$ cat src/design/vlsag_pkg.sv
// vlsag_pkg: types and constants shared by the vector load/store address generator.
// Holds instruction field codes, configuration register indexes and pipeline structs.
// No dependencies.
`default_nettype none

package vlsag_pkg;

    // configuration register indexes
    localparam logic [1:0] CFG_VECTOR_LENGTH = 2'd0;
    localparam logic [1:0] CFG_ELEMENT_WIDTH = 2'd1;
    localparam logic [1:0] CFG_GROUP_MULT    = 2'd2;
    localparam logic [1:0] CFG_REGISTER_BYTES = 2'd3;

    // mop field codes
    localparam logic [1:0] MOP_UNIT    = 2'd0;
    localparam logic [1:0] MOP_STRIDED = 2'd2;

    // lumop field codes for unit-stride forms
    localparam logic [4:0] LUMOP_PLAIN  = 5'd0;
    localparam logic [4:0] LUMOP_WREG   = 5'd8;
    localparam logic [4:0] LUMOP_FFIRST = 5'd16;

    // width field codes
    localparam logic [1:0] EW_8  = 2'd0;
    localparam logic [1:0] EW_16 = 2'd1;
    localparam logic [1:0] EW_32 = 2'd2;
    localparam logic [1:0] EW_64 = 2'd3;

    localparam logic [3:0] ILLEGAL_BYTES = 4'd1;

    // after decode
    typedef struct packed {
        logic [63:0] base;
        logic [63:0] stride;
        logic [63:0] ioff;
        logic [11:0] idx;
        logic [12:0] evl;
        logic [1:0]  eew;
        logic [2:0]  nf_last;
        logic [4:0]  vd;
        logic [1:0]  emul_sh;
        logic        ld;
        logic        act;
        logic        bad;
        logic        fof;
        logic        indexed;
    } t_dec;

    // after offset multiply
    typedef struct packed {
        logic [63:0] base;
        logic [63:0] offs;
        logic [11:0] idx;
        logic [1:0]  eew;
        logic [2:0]  nf_last;
        logic [4:0]  vd;
        logic [1:0]  emul_sh;
        logic        ld;
        logic        act;
        logic        bad;
        logic        fin;
    } t_mid;

    // element ready for segment expansion
    typedef struct packed {
        logic [63:0] addr0;
        logic [11:0] idx;
        logic [1:0]  eew;
        logic [2:0]  nf_last;
        logic [4:0]  vd;
        logic [1:0]  emul_sh;
        logic        ld;
        logic        act;
        logic        bad;
        logic        fin;
    } t_elem;

    // one result transaction
    typedef struct packed {
        logic [63:0] addr;
        logic [2:0]  grp;
        logic [15:0] pos;
        logic [3:0]  bytes;
        logic [2:0]  seg;
        logic        ld;
        logic        act;
        logic        illegal;
        logic        fin;
        logic        last;
    } t_result;

endpackage

`default_nettype wire

$ cat src/design/vlsag_seg_expand.sv
// vlsag_seg_expand: walks the segments of one element and drives the result register.
// One result per cycle while the receiver is ready; releases the element when its last segment is loaded.
// Depends on vlsag_pkg.
`default_nettype none

module vlsag_seg_expand (
    input  wire logic              i_clk,
    input  wire logic              i_rst_n,
    input  wire logic              i_elem_valid,
    input  wire vlsag_pkg::t_elem  i_elem,
    input  wire logic [9:0]        i_reg_bytes,
    output logic                   o_elem_taken,
    output logic                   o_res_valid,
    output vlsag_pkg::t_result     o_res,
    input  wire logic              i_res_ready
);

    logic [2:0]          r_seg;
    logic                r_valid;
    vlsag_pkg::t_result  r_res;
    vlsag_pkg::t_result  n_res;

    logic        out_free;
    logic        load;
    logic        seg_last;
    logic [6:0]  reg_num;
    logic [14:0] idx_sh;
    logic [12:0] lane;

    assign out_free = !r_valid || i_res_ready;
    assign load     = i_elem_valid && out_free;
    assign seg_last = (r_seg == i_elem.nf_last);
    assign o_elem_taken = load && seg_last;

    // register vd + s*emul, then the byte position inside its group of eight
    assign reg_num = 7'(i_elem.vd) + (7'(r_seg) << i_elem.emul_sh);
    assign idx_sh  = 15'(i_elem.idx) << i_elem.eew;
    assign lane    = 13'(reg_num[2:0]) * 13'(i_reg_bytes);

    always_comb begin
        if (i_elem.bad) begin
            n_res         = '0;
            n_res.bytes   = vlsag_pkg::ILLEGAL_BYTES;
            n_res.illegal = 1'b1;
            n_res.fin     = 1'b1;
            n_res.last    = 1'b1;
        end else begin
            n_res.addr    = i_elem.addr0 + (64'(r_seg) << i_elem.eew);
            n_res.grp     = reg_num[6] ? 3'd7 : reg_num[5:3];
            n_res.pos     = 16'(idx_sh) + 16'(lane);
            n_res.bytes   = 4'd1 << i_elem.eew;
            n_res.seg     = r_seg;
            n_res.ld      = i_elem.ld;
            n_res.act     = i_elem.act;
            n_res.illegal = 1'b0;
            n_res.fin     = i_elem.fin;
            n_res.last    = seg_last;
        end
    end

    always_ff @(posedge i_clk) begin
        if (!i_rst_n) begin
            r_valid <= 1'b0;
            r_seg   <= '0;
        end else if (load) begin
            r_valid <= 1'b1;
            r_seg   <= seg_last ? 3'd0 : r_seg + 3'd1;
        end else if (i_res_ready) begin
            r_valid <= 1'b0;
        end
    end

    always_ff @(posedge i_clk) begin
        if (load) begin
            r_res <= n_res;
        end
    end

    assign o_res_valid = r_valid;
    assign o_res       = r_res;

endmodule

`default_nettype wire

$ cat src/design/vector_load_store_address_gen_core.sv
// Vector load/store address generator, top level.
// Usage: one element request enters on the slave stream per transaction; for each segment
// of that element one result leaves on the master stream, tlast on the element's final one.
// Illegal encodings give a single result with illegal set.
// Configuration (vl, vsew, vlmul, vlenb) is written through the plain write port. The user
// must write it only while no element is in flight; the block itself does not enforce this.
// Pipeline: an accepted request passes decode, offset multiply, base add and the result
// register before its first result. Further segments follow one per cycle while tready is high.
// An element with nf segments occupies the segment sequencer until its last segment is loaded;
// requests enter back to back while earlier ones are in the pipeline.
// Reset clears all valid bits and loads the configuration reset values (vlenb 16).
// When the receiver holds tready low the result register holds, the stages behind it
// fill, and tready on the slave side drops once every stage is occupied.
`default_nettype none

module vector_load_store_address_gen_core #(
    parameter int MAX_VLEN_BITS = 4096,
    parameter int MAX_SEGMENTS  = 8
) (
    input  wire logic         i_clk,
    input  wire logic         i_rst_n,
    input  wire logic         i_cfg_wr_en,
    input  wire logic [1:0]   i_cfg_index,
    input  wire logic [12:0]  i_cfg_data,
    input  wire logic         i_s_axis_tvalid,
    output logic              o_s_axis_tready,
    // instruction[31:0], base_address[95:32], stride_value[159:96],
    // element_index[171:160], mask_bit[172], index_offset[236:173], zero[239:237]
    input  wire logic [239:0] i_s_axis_tdata,
    output logic              o_m_axis_tvalid,
    input  wire logic         i_m_axis_tready,
    // access_address[63:0], register_group[66:64], group_byte_offset[82:67],
    // access_bytes[86:83], segment_index[89:87], is_load[90], active[91],
    // illegal[92], final_element[93], zero[95:94]
    output logic [95:0]       o_m_axis_tdata,
    output logic              o_m_axis_tlast
);

    localparam int VlenbMax = MAX_VLEN_BITS / 8;

    // configuration
    logic [12:0] r_vl;
    logic [1:0]  r_sew;
    logic [2:0]  r_lmul;
    logic [9:0]  r_vlenb;

    always_ff @(posedge i_clk) begin
        if (!i_rst_n) begin
            r_vl    <= '0;
            r_sew   <= '0;
            r_lmul  <= '0;
            r_vlenb <= 10'd16;
        end else if (i_cfg_wr_en) begin
            unique case (i_cfg_index)
                vlsag_pkg::CFG_VECTOR_LENGTH:  r_vl    <= i_cfg_data;
                vlsag_pkg::CFG_ELEMENT_WIDTH:  r_sew   <= i_cfg_data[1:0];
                vlsag_pkg::CFG_GROUP_MULT:     r_lmul  <= i_cfg_data[2:0];
                vlsag_pkg::CFG_REGISTER_BYTES: r_vlenb <= i_cfg_data[9:0];
                default: ;
            endcase
        end
    end

    // stage valids and handshake
    logic r_va, r_vb, r_vc;
    logic ready_a, ready_b, ready_c;
    logic c_taken;

    assign ready_c = !r_vc || c_taken;
    assign ready_b = !r_vb || ready_c;
    assign ready_a = !r_va || ready_b;
    assign o_s_axis_tready = ready_a;

    always_ff @(posedge i_clk) begin
        if (!i_rst_n) begin
            r_va <= 1'b0;
            r_vb <= 1'b0;
            r_vc <= 1'b0;
        end else begin
            if (ready_a) r_va <= i_s_axis_tvalid;
            if (ready_b) r_vb <= r_va;
            if (ready_c) r_vc <= r_vb;
        end
    end

    // stage a: decode
    logic [31:0] ins;
    logic [1:0]  mop;
    logic [4:0]  lumop;
    logic        unit, strided, indexed, ld, whole, fof, bad_enc;
    logic [1:0]  iw, eew;
    logic [3:0]  nf0, nf;
    logic [2:0]  vemul;
    logic [13:0] whole_bytes;
    logic [63:0] ioff_raw;
    vlsag_pkg::t_dec n_a, r_a;

    assign ins      = i_s_axis_tdata[31:0];
    assign ioff_raw = i_s_axis_tdata[236:173];
    assign mop      = ins[27:26];
    assign lumop    = ins[24:20];
    assign iw       = ins[13:12];
    assign unit     = (mop == vlsag_pkg::MOP_UNIT);
    assign strided  = (mop == vlsag_pkg::MOP_STRIDED);
    assign indexed  = !unit && !strided;
    assign ld       = !ins[5];
    assign whole    = unit && (lumop == vlsag_pkg::LUMOP_WREG);
    assign fof      = unit && (lumop == vlsag_pkg::LUMOP_FFIRST);
    assign bad_enc  = ins[28] || (unit && !((lumop == vlsag_pkg::LUMOP_PLAIN) ||
                      (lumop == vlsag_pkg::LUMOP_WREG) ||
                      (ld && (lumop == vlsag_pkg::LUMOP_FFIRST))));
    assign eew      = indexed ? r_sew : iw;
    assign nf0      = {1'b0, ins[31:29]} + 4'd1;
    assign nf       = whole ? 4'd1 : nf0;
    assign whole_bytes = 14'(nf0) * 14'(r_vlenb);
    assign vemul    = whole ? 3'd0 : (r_lmul + {1'b0, eew} - {1'b0, r_sew});

    always_comb begin
        n_a.base    = i_s_axis_tdata[95:32];
        n_a.stride  = strided ? i_s_axis_tdata[159:96] : (64'(nf) << eew);
        unique case (iw)
            vlsag_pkg::EW_8:  n_a.ioff = {56'd0, ioff_raw[7:0]};
            vlsag_pkg::EW_16: n_a.ioff = {48'd0, ioff_raw[15:0]};
            vlsag_pkg::EW_32: n_a.ioff = {32'd0, ioff_raw[31:0]};
            vlsag_pkg::EW_64: n_a.ioff = ioff_raw;
            default:          n_a.ioff = ioff_raw;
        endcase
        n_a.idx     = i_s_axis_tdata[171:160];
        n_a.evl     = whole ? 13'(whole_bytes >> eew) : r_vl;
        n_a.eew     = eew;
        n_a.bad     = bad_enc || (14'(r_vlenb) > 14'(VlenbMax)) ||
                      (5'(nf) > 5'(MAX_SEGMENTS));
        n_a.nf_last = n_a.bad ? 3'd0 : 3'(nf - 4'd1);
        n_a.vd      = ins[11:7];
        n_a.emul_sh = vemul[2] ? 2'd0 : vemul[1:0];
        n_a.ld      = ld;
        n_a.act     = ins[25] || i_s_axis_tdata[172];
        n_a.fof     = fof;
        n_a.indexed = indexed;
    end

    // stage b: offset multiply and end-of-instruction compare
    vlsag_pkg::t_mid n_b, r_b;
    logic [63:0] prod;

    assign prod = 64'(r_a.stride * 64'(r_a.idx));

    always_comb begin
        n_b.base    = r_a.base;
        n_b.offs    = r_a.indexed ? r_a.ioff : prod;
        n_b.idx     = r_a.idx;
        n_b.eew     = r_a.eew;
        n_b.nf_last = r_a.nf_last;
        n_b.vd      = r_a.vd;
        n_b.emul_sh = r_a.emul_sh;
        n_b.ld      = r_a.ld;
        n_b.act     = r_a.act;
        n_b.bad     = r_a.bad;
        n_b.fin     = r_a.fof || ((13'(r_a.idx) + 13'd1) >= r_a.evl);
    end

    // stage c: base add
    vlsag_pkg::t_elem n_c, r_c;

    always_comb begin
        n_c.addr0   = r_b.base + r_b.offs;
        n_c.idx     = r_b.idx;
        n_c.eew     = r_b.eew;
        n_c.nf_last = r_b.nf_last;
        n_c.vd      = r_b.vd;
        n_c.emul_sh = r_b.emul_sh;
        n_c.ld      = r_b.ld;
        n_c.act     = r_b.act;
        n_c.bad     = r_b.bad;
        n_c.fin     = r_b.fin;
    end

    always_ff @(posedge i_clk) begin
        if (ready_a && i_s_axis_tvalid) r_a <= n_a;
        if (ready_b && r_va)            r_b <= n_b;
        if (ready_c && r_vb)            r_c <= n_c;
    end

    // segment sequencer and result register
    vlsag_pkg::t_result res;

    vlsag_seg_expand u_seg (
        .i_clk        (i_clk),
        .i_rst_n      (i_rst_n),
        .i_elem_valid (r_vc),
        .i_elem       (r_c),
        .i_reg_bytes  (r_vlenb),
        .o_elem_taken (c_taken),
        .o_res_valid  (o_m_axis_tvalid),
        .o_res        (res),
        .i_res_ready  (i_m_axis_tready)
    );

    assign o_m_axis_tdata = {2'b00, res.fin, res.illegal, res.act, res.ld, res.seg,
                             res.bytes, res.pos, res.grp, res.addr};
    assign o_m_axis_tlast = res.last;

endmodule

`default_nettype wire

$ cat config.mk
export PLATFORM = sky130hd
export DESIGN_NAME = vector_load_store_address_gen_core
export DESIGN_NICKNAME = d
export VERILOG_FILES = /design/src/design/vlsag_pkg.sv /design/src/design/vlsag_seg_expand.sv /design/src/design/vector_load_store_address_gen_core.sv
export SDC_FILE = /design/constraint.sdc
export NUM_CORES = 2
export LEC_CHECK = 0
export ABC_AREA = 1
export BUFFER_PORTS_ARGS = -buffer_cell sky130_fd_sc_hd__buf_2
export CORE_UTILIZATION = 57
export DETAILED_ROUTE_END_ITERATION = 8
export PLACE_DENSITY = 0.8
export SYNTH_ARGS = -nofsm -noshare
export SYNTH_HDL_FRONTEND = slang
export SYNTH_SLANG_ARGS = --single-unit
$ cat constraint.sdc
create_clock -name i_clk -period 7.55 [get_ports i_clk]
set_input_delay 0.3775 -clock i_clk [delete_from_list [all_inputs] [get_ports i_clk]]
set_output_delay 0.3775 -clock i_clk [all_outputs]
set_load 0.05 [all_outputs]
==> results.toml <==
[timing]
slew_headroom = 0.214
worst_hold_slack_ps = 12.5
rsz0062_at_grt = "no"
fin_skew_ps = 30.4
max_clock_freq_mhz = 153
fin_crit_sh = 0.868
worstMarginPinSlew_ps = 1180
drv_slew = 0
tns_ps = 0
setup_violations = 0
hold_viol = 0
fin_crit_ps = 6550
fin_ws_ps = 997

[pwr]
ir_worst_vdd_mv = 0.242
powerDensity_nw_per_um2 = 322
p_leak_nw = 29.9

[critical_path]
worst_path_max_delay_cell = "edfxtp_1"
r2r_end = "r_b[75]"
crit_type = "register to register"
worstPathCellList = "buf_4, nand2_1, fa_1, inv_1, fa_1, fa_1, fa_1, inv_1, fa_1, inv_1, ha_1, nand2_1, nor2_1, inv_1, nor2_1, nand2_1, or2_2, nand3_1, nand2_1, nand3_1, nand2_1"
endpoint_kind = "register"
cp_max_fo = 15
rr_worst_depth = 21
slowest_delay_ps = 960
crit_start = "n_b[22]"
start_kind = "register"
r2r_setup_slack_ps = 1000
arrival_ps = 6930
cp.required_ps = 7930
r2r_start = "n_b[22]"

[grt]
track_usage = 0.351
grt_pass1_wl_um = 262000
grt_pass1_vias = 47400
grt_max_degree = 160
gr-total-overflow = 0
antenna_found_initial = 5

[detailed_routing]
wl_um = 168000
firstDrtPassIters = 8
viasPerCell = 5.58
final_antenna_net_count = 0
drtIter0Drc = 4298
routed-via-count = 46600
route.detailed.drc = 0
wl_per_cell_um = 20.1

[logic_synthesis]
synth_edf_count = 577
synth.area.top_cells = "edfxtp_1 32%, fa_1 22%, nand2_1 12%"
synth_ff_type = "edfxtp_1"
yosysTopAreaCell = "edfxtp_1"
syn-instance-count = 6648
syn_area_sq_um = 54700
synth-seq-area-share = 0.330
yosysWarnings = 0
synthArstFlopShare = 0
yosys.area.top_type_share = 0.317
ys_types = 56
synth_seq_cells = 612
postSynthAreaPerCell_sq_um = 8.23

[final_layout]
final_common_cell = "nand2_1"
final_cell_mix = "1798 x nand2_1, 1472 x inv_1, 599 x fa_1, 577 x edfxtp_1, 541 x nor2_1"
layout-drive-gt1-share = 0.0764
area_growth_syn_to_layout_pct = 12.2
regArea_sq_um = 18000
design_area_sq_um = 61400
multi_input_area_sq_um = 30400
instances_no_fill = 8346
fin_nets = 8098
fill_cells = 7842

[min_path]
min_from = "i_s_axis_tdata[105]"
min_path_type = "input port to register"
min_path_cells = 3
hold_path_end = "r_a[115]"

[clocking]
cts_num_sinks = 612
numCtsBuffers = 68
cts_tree = "done"
clock_latency_ps = 670
cts-root-buf = "clkbuf_16"
cts.clk_slew.worst_paths_ps = 70
cts.path.max_buffers = 3
htreeDepth = 3

[floorplanning]
die-area_sq_um = 97200
start_util = 0.576
num_rows = 113
core-area_sq_um = 95000
die_h_um = 312
die_w_um = 312
pin_count = 359

[run]
max_cap_violations = 0

[place]
pre_cts_ws_ps = 1140
portBuffers = 341
placed_cell_area_sq_um = 57700
dp_hpwl_um = 130000
dpl.cell_count = 8090
place.gp.congestion = 1.03

[run_status]
outcome = "finished, final reports clean"
flip-flops by register name, summed over array words and instances, names as in the netlist:
name / cells
n_b: 91
n_c: 28
r_a: 143
r_b: 128
r_c: 92
r_lmul: 3
r_sew: 2
r_va: 1
r_vb: 1
r_vc: 1
r_vl: 13
r_vlenb: 10
u_seg.o_res: 95
u_seg.o_res_valid: 1
u_seg.r_seg: 3
critical path: cells and delay by family, from the launching register on:
kind	cells	cell delay, ps
fa+ha+maj	6	2990
flops	1	960
buf+inv	5	610
simple gates	10	1650
synthesized netlist by cell type (4+ instances only):
| cell | n |
|---|---|
| nand2_1 | 1799 |
| inv_1 | 1475 |
| fa_1 | 599 |
| edfxtp_1 | 577 |
| nor2_1 | 541 |
| nand3_1 | 302 |
| a21oi_1 | 282 |
| ha_1 | 208 |
| o21ai_0 | 206 |
| clkbuf_1 | 147 |
| nand4_1 | 74 |
| xor2_1 | 59 |
| nor3_1 | 57 |
| buf_1 | 44 |
| dfxtp_1 | 35 |
| o21bai_1 | 25 |
| or2_2 | 24 |
| xnor2_1 | 24 |
| nor4_1 | 17 |
| o21a_1 | 15 |
| a21o_1 | 13 |
| a31oi_1 | 11 |
| nand3b_1 | 10 |
| nor3_2 | 8 |
| o211ai_1 | 8 |
| or2_0 | 8 |
| mux2i_1 | 7 |
| o31ai_1 | 7 |
| inv_2 | 5 |
| nor2_2 | 5 |
| o21ai_1 | 5 |
| and3_1 | 4 |
| buf_2 | 4 |
| nand2_2 | 4 |
| o21ai_2 | 4 |
| or2_1 | 4 |
worst max path at each step:
| stage | endpoint | slack [ps] |
|---|---|---|
| 2_1_floorplan | n_b[100] | 330 |
| 3_3_place_gp | r_b[81] | 1220 |
| 3_5_place_dp | r_b[81] | 1140 |
| 4_1_cts | r_b[75] | 1070 |
| 5_1_grt | r_b[87] | 780 |
| 6_report | r_b[75] | 1000 |
logic make-up (layout without fill, tap and decap cells):
family | count (synthesis) | after routing | share of synthesized area
DFF | 612 | 612 | 0.330
AOI/OAI and AO/OA | 594 | 594 | 0.0595
buffers and inverters | 1681 | 2112 | 0.116
adders and majority gates | 807 | 807 | 0.267
muxes | 7 | 7 | 0.00128
and+or+nand+nor | 2863 | 2863 | 0.214
other | 1 | 3 | 0.0000686
xor gates and xnor gates | 83 | 83 | 0.0133
layout make-up:
| cell class | count | area share |
|---|---|---|
| Antenna cell | 1 | 0.0000408 |
| Clock buffer | 78 | 0.0287 |
| Clock inverter | 41 | 0.00930 |
| Inverter | 1483 | 0.0909 |
| Multi-Input combinational cell | 4356 | 0.495 |
| Sequential cell | 612 | 0.294 |
| Tap cell | 1265 | 0.0258 |
| Timing Repair Buffer | 510 | 0.0567 |
metrics by stage:
stage,total power (W),util
6_report,0.0197,0.646
5_1_grt,0.0211,0.646
3_5_place_dp,0.0158,0.607
3_3_place_gp,0.0157,0.607
2_1_floorplan,0.0121,-
4_1_cts,0.0195,0.646
where the power goes:
group          internal [W]  switching, W
sequential          0.00425      0.000290
combinational       0.00373       0.00793
clock               0.00202       0.00151
total                0.0100       0.00974
timing repair:
| item | in CTS | in global routing |
|---|---|---|
| setup buffers | 0 | 0 |
| endpoints found under the hold margin | 135 | 0 |
| hold buffers | 136 | 0 |
| resized for setup | 0 | 0 |
per-layer routing:
metal / share of wire / vias to the layer above / GRT usage
li1: - / 21200 / -
met1: 0.38 / 22300 / 0.440
met2: 0.48 / 2452 / 0.588
met3: 0.086 / 579 / 0.0524
met4: 0.063 / 4 / 0.191
met5: 0.00015 / - / 0
(Power assumes the default switching activity.)
